`src/rtl/dme_pkg.sv`:
```
// ----------------------------------------------------------------------------
// dme_pkg
// shared types, constants and helper functions of the decimal morse encoder
// ----------------------------------------------------------------------------
package dme_pkg;

    localparam int NUM_DIGITS      = 8;
    localparam int DIGIT_W         = 4;
    localparam int BCD_W           = NUM_DIGITS * DIGIT_W;
    localparam int INPUT_W         = 32;
    localparam int CNT_W           = $clog2(INPUT_W);
    localparam int IDX_W           = (NUM_DIGITS > 1) ? $clog2(NUM_DIGITS) : 1;
    localparam int LEN_W           = 16;
    localparam int MARKS_PER_DIGIT = 5;
    localparam int POS_W           = 3;
    localparam int QUEUE_DEPTH     = 4;
    localparam int QPTR_W          = $clog2(QUEUE_DEPTH);
    localparam int QCNT_W          = $clog2(QUEUE_DEPTH + 1);
    localparam int CFG_INDEX_W     = 3;

    localparam logic [LEN_W-1:0] DOT_LENGTH_RST  = 16'd100;
    localparam logic [LEN_W-1:0] DASH_LENGTH_RST = 16'd300;
    localparam logic [LEN_W-1:0] ELEM_GAP_RST    = 16'd100;
    localparam logic [LEN_W-1:0] DIGIT_GAP_RST   = 16'd300;
    localparam logic [LEN_W-1:0] END_GAP_RST     = 16'd1;

    typedef enum logic [CFG_INDEX_W-1:0] {
        REG_DOT_LENGTH  = 3'd0,
        REG_DASH_LENGTH = 3'd1,
        REG_ELEMENT_GAP = 3'd2,
        REG_DIGIT_GAP   = 3'd3,
        REG_END_GAP     = 3'd4
    } cfg_reg_t;

    typedef struct packed {
        logic [LEN_W-1:0] dot_length;
        logic [LEN_W-1:0] dash_length;
        logic [LEN_W-1:0] element_gap;
        logic [LEN_W-1:0] digit_gap;
        logic [LEN_W-1:0] end_gap;
    } cfg_t;

    typedef struct packed {
        logic [DIGIT_W-1:0] digit;
        logic               final_digit;
    } digit_entry_t;

    typedef enum logic [1:0] {
        FRONT_IDLE    = 2'd0,
        FRONT_CONVERT = 2'd1,
        FRONT_PUSH    = 2'd2
    } front_state_t;

    // itu digits: 0..5 start with d dots, 6..9 start with d-5 dashes
    function automatic logic mark_is_dash(input logic [DIGIT_W-1:0] d,
                                          input logic [POS_W-1:0]   pos);
        logic [DIGIT_W-1:0] pos_ext;
        logic [DIGIT_W-1:0] d_minus;
        pos_ext = DIGIT_W'(pos);
        d_minus = DIGIT_W'(d - DIGIT_W'(5));
        if (d <= DIGIT_W'(5))
        begin
            return pos_ext >= d;
        end
        return pos_ext < d_minus;
    endfunction

    // double dabble correction of one bcd digit
    function automatic logic [DIGIT_W-1:0] dabble_adjust(input logic [DIGIT_W-1:0] d);
        if (d >= DIGIT_W'(5))
        begin
            return DIGIT_W'(d + DIGIT_W'(3));
        end
        return d;
    endfunction

endpackage

```
`src/rtl/dme_front.sv`:
```
// ----------------------------------------------------------------------------
// dme_front
// takes a number, converts it to bcd one bit per cycle, drops leading zeros
// and pushes the kept digits into the digit queue
// ----------------------------------------------------------------------------
module dme_front
    import dme_pkg::*;
(
    input  logic                clk,
    input  logic                rst_n,
    input  logic                in_valid,
    output logic                in_stall,
    input  logic [INPUT_W-1:0]  number_value,
    output logic                push,
    output digit_entry_t        push_entry,
    input  logic                queue_full
);

    front_state_t       state_reg, state_next;
    logic [INPUT_W-1:0] shift_reg, shift_next;
    logic [BCD_W-1:0]   bcd_reg, bcd_next;
    logic [CNT_W-1:0]   bit_cnt_reg, bit_cnt_next;
    logic [IDX_W-1:0]   idx_reg, idx_next;
    logic               lead_reg, lead_next;

    logic [BCD_W-1:0]   adjusted;
    logic [DIGIT_W-1:0] cur_digit;
    logic               cur_final;
    logic               skip;
    logic               last_bit;

    always_comb
    begin
        for (int k = 0; k < NUM_DIGITS; k++)
        begin
            adjusted[k*DIGIT_W +: DIGIT_W] = dabble_adjust(bcd_reg[k*DIGIT_W +: DIGIT_W]);
        end
    end

    assign cur_digit = bcd_reg[idx_reg*DIGIT_W +: DIGIT_W];
    assign cur_final = (idx_reg == '0);
    assign skip      = lead_reg && (cur_digit == '0) && !cur_final;
    assign last_bit  = (bit_cnt_reg == CNT_W'(INPUT_W - 1));

    // next state
    always_comb
    begin
        state_next = state_reg;
        unique case (state_reg)
            FRONT_IDLE:
            begin
                if (in_valid)
                begin
                    state_next = FRONT_CONVERT;
                end
            end
            FRONT_CONVERT:
            begin
                if (last_bit)
                begin
                    state_next = FRONT_PUSH;
                end
            end
            FRONT_PUSH:
            begin
                if (!skip && !queue_full && cur_final)
                begin
                    state_next = FRONT_IDLE;
                end
            end
            default:
            begin
                state_next = FRONT_IDLE;
            end
        endcase
    end

    // outputs
    always_comb
    begin
        in_stall               = (state_reg != FRONT_IDLE);
        push                   = (state_reg == FRONT_PUSH) && !skip && !queue_full;
        push_entry.digit       = cur_digit;
        push_entry.final_digit = cur_final;
    end

    // datapath
    always_comb
    begin
        shift_next   = shift_reg;
        bcd_next     = bcd_reg;
        bit_cnt_next = bit_cnt_reg;
        idx_next     = idx_reg;
        lead_next    = lead_reg;
        unique case (state_reg)
            FRONT_IDLE:
            begin
                if (in_valid)
                begin
                    shift_next   = number_value;
                    bcd_next     = '0;
                    bit_cnt_next = '0;
                end
            end
            FRONT_CONVERT:
            begin
                bcd_next     = {adjusted[BCD_W-2:0], shift_reg[INPUT_W-1]};
                shift_next   = {shift_reg[INPUT_W-2:0], 1'b0};
                bit_cnt_next = CNT_W'(bit_cnt_reg + 1'b1);
                idx_next     = IDX_W'(NUM_DIGITS - 1);
                lead_next    = 1'b1;
            end
            FRONT_PUSH:
            begin
                if (skip)
                begin
                    idx_next = IDX_W'(idx_reg - 1'b1);
                end
                else if (!queue_full)
                begin
                    lead_next = 1'b0;
                    idx_next  = IDX_W'(idx_reg - 1'b1);
                end
            end
            default:
            begin
                lead_next = 1'b0;
            end
        endcase
    end

    always_ff @(posedge clk or negedge rst_n)
    begin
        if (!rst_n)
        begin
            state_reg   <= FRONT_IDLE;
            bit_cnt_reg <= '0;
            idx_reg     <= '0;
            lead_reg    <= 1'b0;
        end
        else
        begin
            state_reg   <= state_next;
            bit_cnt_reg <= bit_cnt_next;
            idx_reg     <= idx_next;
            lead_reg    <= lead_next;
        end
    end

    always_ff @(posedge clk)
    begin
        shift_reg <= shift_next;
        bcd_reg   <= bcd_next;
    end

    ap_no_skip_on_final: assert property (@(posedge clk) disable iff (!rst_n)
        (state_reg == FRONT_PUSH && cur_final) |-> !skip)
        else $error("final digit skipped");

endmodule

```
`src/rtl/dme_queue.sv`:
```
// ----------------------------------------------------------------------------
// dme_queue
// small fifo of digits between the converter and the mark generator
// ----------------------------------------------------------------------------
module dme_queue
    import dme_pkg::*;
(
    input  logic         clk,
    input  logic         rst_n,
    input  logic         push,
    input  digit_entry_t push_entry,
    output logic         full,
    input  logic         pop,
    output logic         empty,
    output digit_entry_t head
);

    digit_entry_t      entry_reg [QUEUE_DEPTH];
    logic [QPTR_W-1:0] wr_ptr_reg, wr_ptr_next;
    logic [QPTR_W-1:0] rd_ptr_reg, rd_ptr_next;
    logic [QCNT_W-1:0] count_reg, count_next;

    assign full  = (count_reg == QCNT_W'(QUEUE_DEPTH));
    assign empty = (count_reg == '0);
    assign head  = entry_reg[rd_ptr_reg];

    always_comb
    begin
        wr_ptr_next = push ? QPTR_W'(wr_ptr_reg + 1'b1) : wr_ptr_reg;
        rd_ptr_next = pop ? QPTR_W'(rd_ptr_reg + 1'b1) : rd_ptr_reg;
        count_next  = count_reg;
        if (push && !pop)
        begin
            count_next = QCNT_W'(count_reg + 1'b1);
        end
        else if (pop && !push)
        begin
            count_next = QCNT_W'(count_reg - 1'b1);
        end
    end

    always_ff @(posedge clk or negedge rst_n)
    begin
        if (!rst_n)
        begin
            wr_ptr_reg <= '0;
            rd_ptr_reg <= '0;
            count_reg  <= '0;
        end
        else
        begin
            wr_ptr_reg <= wr_ptr_next;
            rd_ptr_reg <= rd_ptr_next;
            count_reg  <= count_next;
        end
    end

    always_ff @(posedge clk)
    begin
        if (push)
        begin
            entry_reg[wr_ptr_reg] <= push_entry;
        end
    end

    ap_count_range: assert property (@(posedge clk) disable iff (!rst_n)
        count_reg <= QCNT_W'(QUEUE_DEPTH))
        else $error("queue count out of range");

    ap_no_overflow: assert property (@(posedge clk) disable iff (!rst_n)
        full |-> !push)
        else $error("push into full queue");

    ap_no_underflow: assert property (@(posedge clk) disable iff (!rst_n)
        empty |-> !pop)
        else $error("pop from empty queue");

endmodule

```
`src/rtl/dme_back.sv`:
```
// ----------------------------------------------------------------------------
// dme_back
// turns each queued digit into five marks and holds them in the output register
// ----------------------------------------------------------------------------
module dme_back
    import dme_pkg::*;
(
    input  logic               clk,
    input  logic               rst_n,
    input  cfg_t               cfg,
    input  logic               queue_empty,
    input  digit_entry_t       head,
    output logic               pop,
    output logic               out_valid,
    input  logic               out_stall,
    output logic [LEN_W-1:0]   mark_length,
    output logic [LEN_W-1:0]   space_length,
    output logic [DIGIT_W-1:0] digit_sent,
    output logic               is_dash,
    output logic               last_mark
);

    logic [POS_W-1:0]   pos_reg, pos_next;
    logic               out_valid_reg, out_valid_next;
    logic [LEN_W-1:0]   mark_length_reg, mark_length_next;
    logic [LEN_W-1:0]   space_length_reg, space_length_next;
    logic [DIGIT_W-1:0] digit_sent_reg;
    logic               is_dash_reg, is_dash_next;
    logic               last_mark_reg, last_mark_next;

    logic load;
    logic last_in_digit;

    assign load          = !queue_empty && (!out_valid_reg || !out_stall);
    assign last_in_digit = (pos_reg == POS_W'(MARKS_PER_DIGIT - 1));
    assign pop           = load && last_in_digit;

    always_comb
    begin
        is_dash_next     = mark_is_dash(head.digit, pos_reg);
        last_mark_next   = head.final_digit && last_in_digit;
        mark_length_next = is_dash_next ? cfg.dash_length : cfg.dot_length;
        priority if (!last_in_digit)
        begin
            space_length_next = cfg.element_gap;
        end
        else if (last_mark_next)
        begin
            space_length_next = cfg.end_gap;
        end
        else
        begin
            space_length_next = cfg.digit_gap;
        end

        if (load)
        begin
            out_valid_next = 1'b1;
        end
        else if (out_valid_reg && out_stall)
        begin
            out_valid_next = 1'b1;
        end
        else
        begin
            out_valid_next = 1'b0;
        end

        pos_next = pos_reg;
        if (load)
        begin
            pos_next = last_in_digit ? '0 : POS_W'(pos_reg + 1'b1);
        end
    end

    always_ff @(posedge clk or negedge rst_n)
    begin
        if (!rst_n)
        begin
            pos_reg       <= '0;
            out_valid_reg <= 1'b0;
        end
        else
        begin
            pos_reg       <= pos_next;
            out_valid_reg <= out_valid_next;
        end
    end

    always_ff @(posedge clk)
    begin
        if (load)
        begin
            mark_length_reg  <= mark_length_next;
            space_length_reg <= space_length_next;
            digit_sent_reg   <= head.digit;
            is_dash_reg      <= is_dash_next;
            last_mark_reg    <= last_mark_next;
        end
    end

    assign out_valid    = out_valid_reg;
    assign mark_length  = mark_length_reg;
    assign space_length = space_length_reg;
    assign digit_sent   = digit_sent_reg;
    assign is_dash      = is_dash_reg;
    assign last_mark    = last_mark_reg;

    ap_pos_range: assert property (@(posedge clk) disable iff (!rst_n)
        pos_reg < POS_W'(MARKS_PER_DIGIT))
        else $error("mark position out of range");

    ap_beat_held: assert property (@(posedge clk) disable iff (!rst_n)
        (out_valid_reg && out_stall) |=> (out_valid_reg && $stable(digit_sent_reg)))
        else $error("stalled beat lost");

endmodule

```
`src/rtl/decimal_morse_encoder_unit.sv`:
```
// ----------------------------------------------------------------------------
// decimal_morse_encoder_unit
// sends the low eight decimal digits of a number as itu morse marks
// ----------------------------------------------------------------------------
// input channel: in_valid / in_stall with number_value. one beat per number.
// output channel: out_valid / out_stall, one beat per mark: mark_length,
//   space_length, digit_sent, is_dash and last_mark (set on the final mark).
// a number with n kept digits (leading zeros dropped, zero sends one digit)
//   gives 5*n beats, most significant digit first.
// config: cfg_write with cfg_index and cfg_data writes one length register;
//   indexes beyond the end_gap register are ignored. write only while idle.
// first beat: after the input beat the bit-serial bcd converter shifts in all
//   32 input bits, then skips each leading zero in turn, pushes the first digit
//   into the queue, and the output register loads it.
// throughput: one mark per cycle on the output while the queue holds digits and
//   out_stall is low; a new number is taken only after the front end has shifted
//   all 32 input bits, pushed or skipped each digit in turn, and waited while the 4-entry
//   digit queue is full, since marks drain it at one digit per five marks.
// reset: all length registers return to their defaults (100, 300, 100, 300, 1),
//   queue and output register are emptied.
// out_stall holds the current beat; the queue then fills and in_stall stays
//   high until the digits drain.
// ----------------------------------------------------------------------------
module decimal_morse_encoder_unit
    import dme_pkg::*;
(
    input  logic                   clk,
    input  logic                   rst_n,
    input  logic                   cfg_write,
    input  logic [CFG_INDEX_W-1:0] cfg_index,
    input  logic [LEN_W-1:0]       cfg_data,
    input  logic                   in_valid,
    output logic                   in_stall,
    input  logic [INPUT_W-1:0]     number_value,
    output logic                   out_valid,
    input  logic                   out_stall,
    output logic [LEN_W-1:0]       mark_length,
    output logic [LEN_W-1:0]       space_length,
    output logic [DIGIT_W-1:0]     digit_sent,
    output logic                   is_dash,
    output logic                   last_mark
);

    cfg_t         cfg_reg, cfg_next;
    logic         push;
    digit_entry_t push_entry;
    logic         queue_full;
    logic         pop;
    logic         queue_empty;
    digit_entry_t head;

    always_comb
    begin
        cfg_next = cfg_reg;
        if (cfg_write)
        begin
            unique case (cfg_reg_t'(cfg_index))
                REG_DOT_LENGTH:  cfg_next.dot_length  = cfg_data;
                REG_DASH_LENGTH: cfg_next.dash_length = cfg_data;
                REG_ELEMENT_GAP: cfg_next.element_gap = cfg_data;
                REG_DIGIT_GAP:   cfg_next.digit_gap   = cfg_data;
                REG_END_GAP:     cfg_next.end_gap     = cfg_data;
                default:         cfg_next             = cfg_reg;
            endcase
        end
    end

    always_ff @(posedge clk or negedge rst_n)
    begin
        if (!rst_n)
        begin
            cfg_reg.dot_length  <= DOT_LENGTH_RST;
            cfg_reg.dash_length <= DASH_LENGTH_RST;
            cfg_reg.element_gap <= ELEM_GAP_RST;
            cfg_reg.digit_gap   <= DIGIT_GAP_RST;
            cfg_reg.end_gap     <= END_GAP_RST;
        end
        else
        begin
            cfg_reg <= cfg_next;
        end
    end

    dme_front u_front (
        .clk          (clk),
        .rst_n        (rst_n),
        .in_valid     (in_valid),
        .in_stall     (in_stall),
        .number_value (number_value),
        .push         (push),
        .push_entry   (push_entry),
        .queue_full   (queue_full)
    );

    dme_queue u_queue (
        .clk        (clk),
        .rst_n      (rst_n),
        .push       (push),
        .push_entry (push_entry),
        .full       (queue_full),
        .pop        (pop),
        .empty      (queue_empty),
        .head       (head)
    );

    dme_back u_back (
        .clk          (clk),
        .rst_n        (rst_n),
        .cfg          (cfg_reg),
        .queue_empty  (queue_empty),
        .head         (head),
        .pop          (pop),
        .out_valid    (out_valid),
        .out_stall    (out_stall),
        .mark_length  (mark_length),
        .space_length (space_length),
        .digit_sent   (digit_sent),
        .is_dash      (is_dash),
        .last_mark    (last_mark)
    );

endmodule

```
`config.mk`:
```
export PLATFORM = sky130hd
export DESIGN_NAME = decimal_morse_encoder_unit
export DESIGN_NICKNAME = d
export VERILOG_FILES = /design/src/rtl/dme_pkg.sv /design/src/rtl/dme_front.sv /design/src/rtl/dme_queue.sv /design/src/rtl/dme_back.sv /design/src/rtl/decimal_morse_encoder_unit.sv
export SDC_FILE = /design/constraint.sdc
export NUM_CORES = 1
export LEC_CHECK = 0
export BUFFER_PORTS_ARGS = -buffer_cell sky130_fd_sc_hd__buf_2
export CORE_ASPECT_RATIO = 1.2
export CORE_MARGIN = 5
export CORE_UTILIZATION = 45
export DETAILED_ROUTE_END_ITERATION = 8
export GPL_TIMING_DRIVEN = 0
export PLACE_DENSITY = 0.67
export SYNTH_ARGS = -nofsm -noshare
export SYNTH_HDL_FRONTEND = slang
export SYNTH_SLANG_ARGS = --single-unit
```
`constraint.sdc`:
```
create_clock -name clk -period 5.85 [get_ports clk]
set_input_delay 0.2925 -clock clk [delete_from_list [all_inputs] [get_ports clk]]
set_output_delay 0.2925 -clock clk [all_outputs]
set_load 0.005 [all_outputs]
```
# Word level (Yosys, flattened, before mapping)
# Memory sizes are Yosys's and may differ from the RTL's.
# Index checks and enable logic that the tools add are counted.
# Widths: inputs -> output; s select.
[word_totals]
output_inout_bits = 40
mem_bits_rw = 20
rom_bits = 0
latch_bits = 0
elab_cells = 158
n_memories = 1
reg_bits = 204
[mem_list]
columns = ["name", "words", "word_bits", "read_ports", "rd_ports_with_merged_regs", "wr", "line", "source"]
rows = [
  ["u_queue.entry_reg", 4, 5, 1, 0, 1, "dme_queue.sv:18", "digit_entry_t entry_reg [QUEUE_DEPTH];"],
]
[op_classes]
add_sub_neg = 16
n_reduce_logical = 39
bitwise_logic = 1
n_div = 0
n_eq_ne = 15
mul = 0
n_shift = 1
magnitude_cmp = 11
muxes = 53
[op_table]
columns = ["cell", "count"]
rows = [
  ["$pmux 32 s2", 2],
  ["$mux 32", 2],
  ["$mux 4", 14],
  ["$mux 16", 3],
  ["$ge 4x3->1 const B", 8],
  ["$shiftx 32x6->4", 1],
  ["$add 4x2->4 const B", 7],
  ["$mux 3", 7],
  ["$mux 1", 17],
  ["$reduce_and 2->1", 7],
  ["$logic_and 1x1->1", 12],
  ["$pmux 5 s2", 1],
  ["$eq 3x3->1 const B", 3],
  ["$logic_not 3->1", 3],
  ["$logic_not 1->1", 8],
  ["$reduce_bool 2->1", 4],
  ["$add 3x1->3 const B", 2],
  ["$eq 3x2->1 const B", 2],
  ["$mux 2", 3],
  ["$ne 2x2->1 const B", 3],
  ["$pmux 2 s3", 1],
  ["$pmux 3 s2", 1],
  ["$reduce_and 3->1", 2],
  ["$sub 3x1->3 const B", 2],
  ["other kinds (19)", 21],
]

# Depth between registers and ports, before layout
[logic_depth]
word_depth = 11
ltp_mapped = 13
mapped_depth_nobuf = 12

# Hierarchy
# Synthesis repeated with hierarchy kept, for this count alone.
[hier_totals]
cells_unflattened = 803
area_unflattened_um2 = 10367.4
[by_module_without_submodules]
columns = ["mod", "area_per_inst_um2", "cells_each", "seq_area_each_um2", "n_inst"]
rows = [
  ["dme_front", 4113.9, 414, 2197.1, 1],
  ["decimal_morse_encoder_unit", 3069.2, 173, 2020.7, 1],
  ["dme_back", 2065.7, 155, 1241.2, 1],
  ["dme_queue", 1118.6, 61, 775.7, 1],
]

# Worst setup path before layout
# Ideal clock, no wire load.
[synth_path]
path_kind = "reg2reg"
startpoint = "register u_front.state_reg[1]"
endpoint = "register u_front.bcd_reg[0], enable pin"
arrival_ns = 5.818
stages_incl_launch_ff = 8
slack_ns = -0.543
period_less_slack_ns = 6.393
cell_sequence = "dfrtp_1 inv_1 ha_1 clkbuf_1 inv_1 clkbuf_1 clkbuf_1 o21ai_0"
[synth_between]
elab_chain_cells = 3
word_cells_on_any_way = 5
classes_between = "2 x eq/ne; 3 x reduce/logical"
[synth_lines]
columns = ["item", "line", "source"]
rows = [
  ["from (decl)", "dme_front.sv:19", "front_state_t state_reg, state_next;"],
  ["from (signal assigned)", "dme_front.sv:143", "state_reg <= state_next;"],
  ["$eq 2x1->1 or $logic_not 2->1 (tied branches)", "dme_front.sv:95", "unique case (state_reg)"],
  ["$reduce_bool 2->1 (no line) or $ne 2x2->1 (tied branches)", "--", ""],
  ["$reduce_and 2->1 (no line) *", "--", ""],
  ["to (signal assigned)", "dme_front.sv:153", "bcd_reg <= bcd_next;"],
  ["to (decl)", "dme_front.sv:21", "logic [BCD_W-1:0] bcd_reg, bcd_next;"],
]
# Every way passes the cells marked *; elsewhere a longest branch is shown, timed or not.
# A chain may end at the register's enable or synchronous reset.

==> results.json <==
{
  "grt_pass1_wl_um": 31820,
  "synthMuxAreaShare_pct": 19.45,
  "dp_hpwl_um": 13100,
  "postSynthRegisterBits": 224,
  "worst_pin_slew_ns": 1.163,
  "clock.fmax_mhz": 244.7,
  "synth-xor-area-share_pct": 1.963,
  "finalCriticalPeriod_ns": 4.086,
  "drt_iter0_drc": 250,
  "grt_max_degree": 55,
  "wl_met1_um": 8292,
  "place.gp.congestion": 0.7640,
  "fin_crit_sh_pct": 69.85,
  "die_w_um": 147.8,
  "critPathKind": "flop to flop",
  "yosys_warnings": 0,
  "slew_headroom_pct": 21.90,
  "pin_count": 96,
  "synth_top_cell_by_area": "edfxtp_1",
  "syn-mean-instance-area_um2": 13.98,
  "clockRootBuffer": "clkbuf_16",
  "start_util_pct": 45.71,
  "synth.top_cell.area_share_pct": 35.71,
  "tns_ns": 0,
  "irDropWorstVdd_mv": 0.3224,
  "vias": 6026,
  "num-fill-cells": 1881,
  "dp_slack_ns": 1.667,
  "final_nets": 953,
  "hold_viol": 0,
  "synth_area_leaders": "edfxtp_1 (36%), dfrtp_1 (21%), mux2_2 (13%)",
  "insertion_delay_ns": 0.52,
  "hold_class": "input port to flop",
  "slew_viol_final": 0,
  "wl_per_cell_um": 16.38,
  "critPathMaxFanout": 10,
  "io_buffers": 92,
  "insertedDiodeCount": 0,
  "rsz0062_at_grt": "false",
  "yosysMostFrequentCell": "edfxtp_1",
  "die-area_mm2": 0.02593,
  "cts_buffers": 24,
  "worstPathRequired_ns": 6.11,
  "powerDensity_mw_per_mm2": 544.7,
  "die_h_um": 175.4,
  "antenna_found_initial": 0,
  "synth-simple-area-share_pct": 5.890,
  "postRouteAntennaNets": 0,
  "synthAdderAreaFrac_pct": 4.829,
  "synthFlopType": "edfxtp_1",
  "tritoncts": "yes",
  "critical_path.endpoint_type": "flop",
  "synth_top_family_by_area": "multiplexers",
  "post-route-util_pct": 53.29,
  "p_total_mw": 6.516,
  "crit_slowest_cell": "o21ai_1",
  "wl_met2_um": 9201,
  "setup_viol": 0,
  "path_cells": "buf_2 -> mux4_2 -> inv_1 -> ha_1 -> ha_1 -> a21o_1 -> a21oi_1 -> o32ai_1 -> o21ai_1 -> buf_2 -> mux2_1",
  "vias_per_cell": 5.217,
  "num_rows": 60,
  "top_layer": "met4",
  "path_buf_inv": 3,
  "core_mm2": 0.02245,
  "largest_reg_flops": 80,
  "ys_seq_area_share_pct": 60.77,
  "htreeDepth": 1,
  "maxCapViolCount": 0,
  "routed_wl_um": 18920,
  "drc_errors": 0,
  "drive_gt1_share_pct": 33.45,
  "finClkSkew_ns": 0.01267,
  "grt_overflow": 0,
  "cpPeakStageDelay_ns": 0.80,
  "synthArstFlopShare_pct": 45.54,
  "synth_area_mm2": 0.01026,
  "whs_ns": 0.02022,
  "clock_sinks": 224,
  "ys_types": 48,
  "cpLargestDelayFamily": "compound AO/OA/AOI/OAI gates",
  "synth_common_cells": "edfxtp_1 (122), mux2_2 (117), dfrtp_1 (87)",
  "leakagePower_nw": 4.861,
  "syn_nets": 829,
  "start_kind": "flop",
  "clockBufferDepth": 3,
  "wl_met3_um": 1096,
  "grt_pass1_vias": 6254,
  "crit_arrival_ns": 4.35,
  "dr.pass1.iters": 4,
  "path_clk_slew_ns": 0.06,
  "synthCells": 734,
  "synth_edf_count": 122,
  "layout_setup_ws_ns": 1.764,
  "grt.total_usage_pct": 14.85,
  "syn_to_final_growth_pct": 16.59,
  "synth_compound_area_share_pct": 4.744,
  "run_status": "completed"
}
[routing by layer]
layer | GRT usage (%) | vias up
met5 | 0 | -
met4 | 3.312 | 0
met3 | 3.458 | 27
met2 | 25.35 | 129
met1 | 19.45 | 2974
li1 | - | 2896
[tightest hold or removal path: stages]
cell     delay (ns)
buf_2          0.11
nand2_1        0.05
nand2_1        0.05
[layout make-up]
| type | count | area (um2) | area share, % |
|---|---|---|---|
| Inverter | 33 | 123.9 | 1.036 |
| Clock inverter | 15 | 85.08 | 0.7113 |
| Buffer | 29 | 117.6 | 0.9833 |
| Multi-Input combinational cell | 448 | 3806 | 31.82 |
| Tap cell | 279 | 349.1 | 2.918 |
| Timing Repair Buffer | 98 | 595.6 | 4.979 |
| Clock buffer | 29 | 649.4 | 5.429 |
| Sequential cell | 224 | 6235 | 52.12 |
[where the power goes]
group / switching [mW] / internal (mW)
registers: 0.321 / 2.48
logic: 1.23 / 1.09
clock network: 0.606 / 0.791
[cells in the final DEF, fill, tap and decap left out, types with 11 or more instances in the layout]
master / count
dfstp_2: 15
edfxtp_1: 122
inv_1: 31
clkbuf_1: 20
mux2i_1: 19
mux2_2: 117
o21ai_0: 19
mux2_1: 16
a21oi_1: 45
mux4_2: 13
nand2_1: 32
nor3_1: 11
ha_1: 38
buf_2: 95
xnor2_1: 13
nor2_1: 58
dfrtp_1: 87
clkbuf_16: 24
[timing repair]
item                                   in CTS  in global routing
endpoints found under the hold margin      44                  0
setup buffers                               0                  0
hold buffers                                1                  0
gates resized for setup                     0                  0
[worst paths after layout]
path | startpoint | end | slack [ns] | cells past startpoint
setup reg to reg | u_queue.rd_ptr_reg[0] | u_back.mark_length[3] | 1.76 | 11
hold reg to reg | cfg_reg[72] | cfg_reg[72] | 0.50 | 1
max in group asynchronous | rst_n | cfg_reg[18] | 4.73 | 3
min in group asynchronous | rst_n | cfg_reg[11] | 0.36 | 2
setup / recovery | u_queue.rd_ptr_reg[0] | u_back.mark_length[3] | 1.76 | 11
hold / removal | out_stall | u_back.out_valid | 0.02 | 3
[kinds of logic after synthesis]
kind of cell,count (synthesis)
buffers and inverters,62
AOI/OAI and AO/OA,86
xor gates and xnor gates,23
and+or+nand+nor,134
adders and majority gates,39
DFF,224
muxes,166
[per-stage QoR]
| stage | cell area [um2] | cells |
|---|---|---|
| global placement | 11070 | 1105 |
| floorplan | 10260 | 734 |
| global route | 11960 | 1155 |
| detailed placement | 11220 | 1110 |
| finish | 11960 | 1155 |
| CTS | 11960 | 1155 |
No activity file was read; power rests on OpenSTA's default activity.
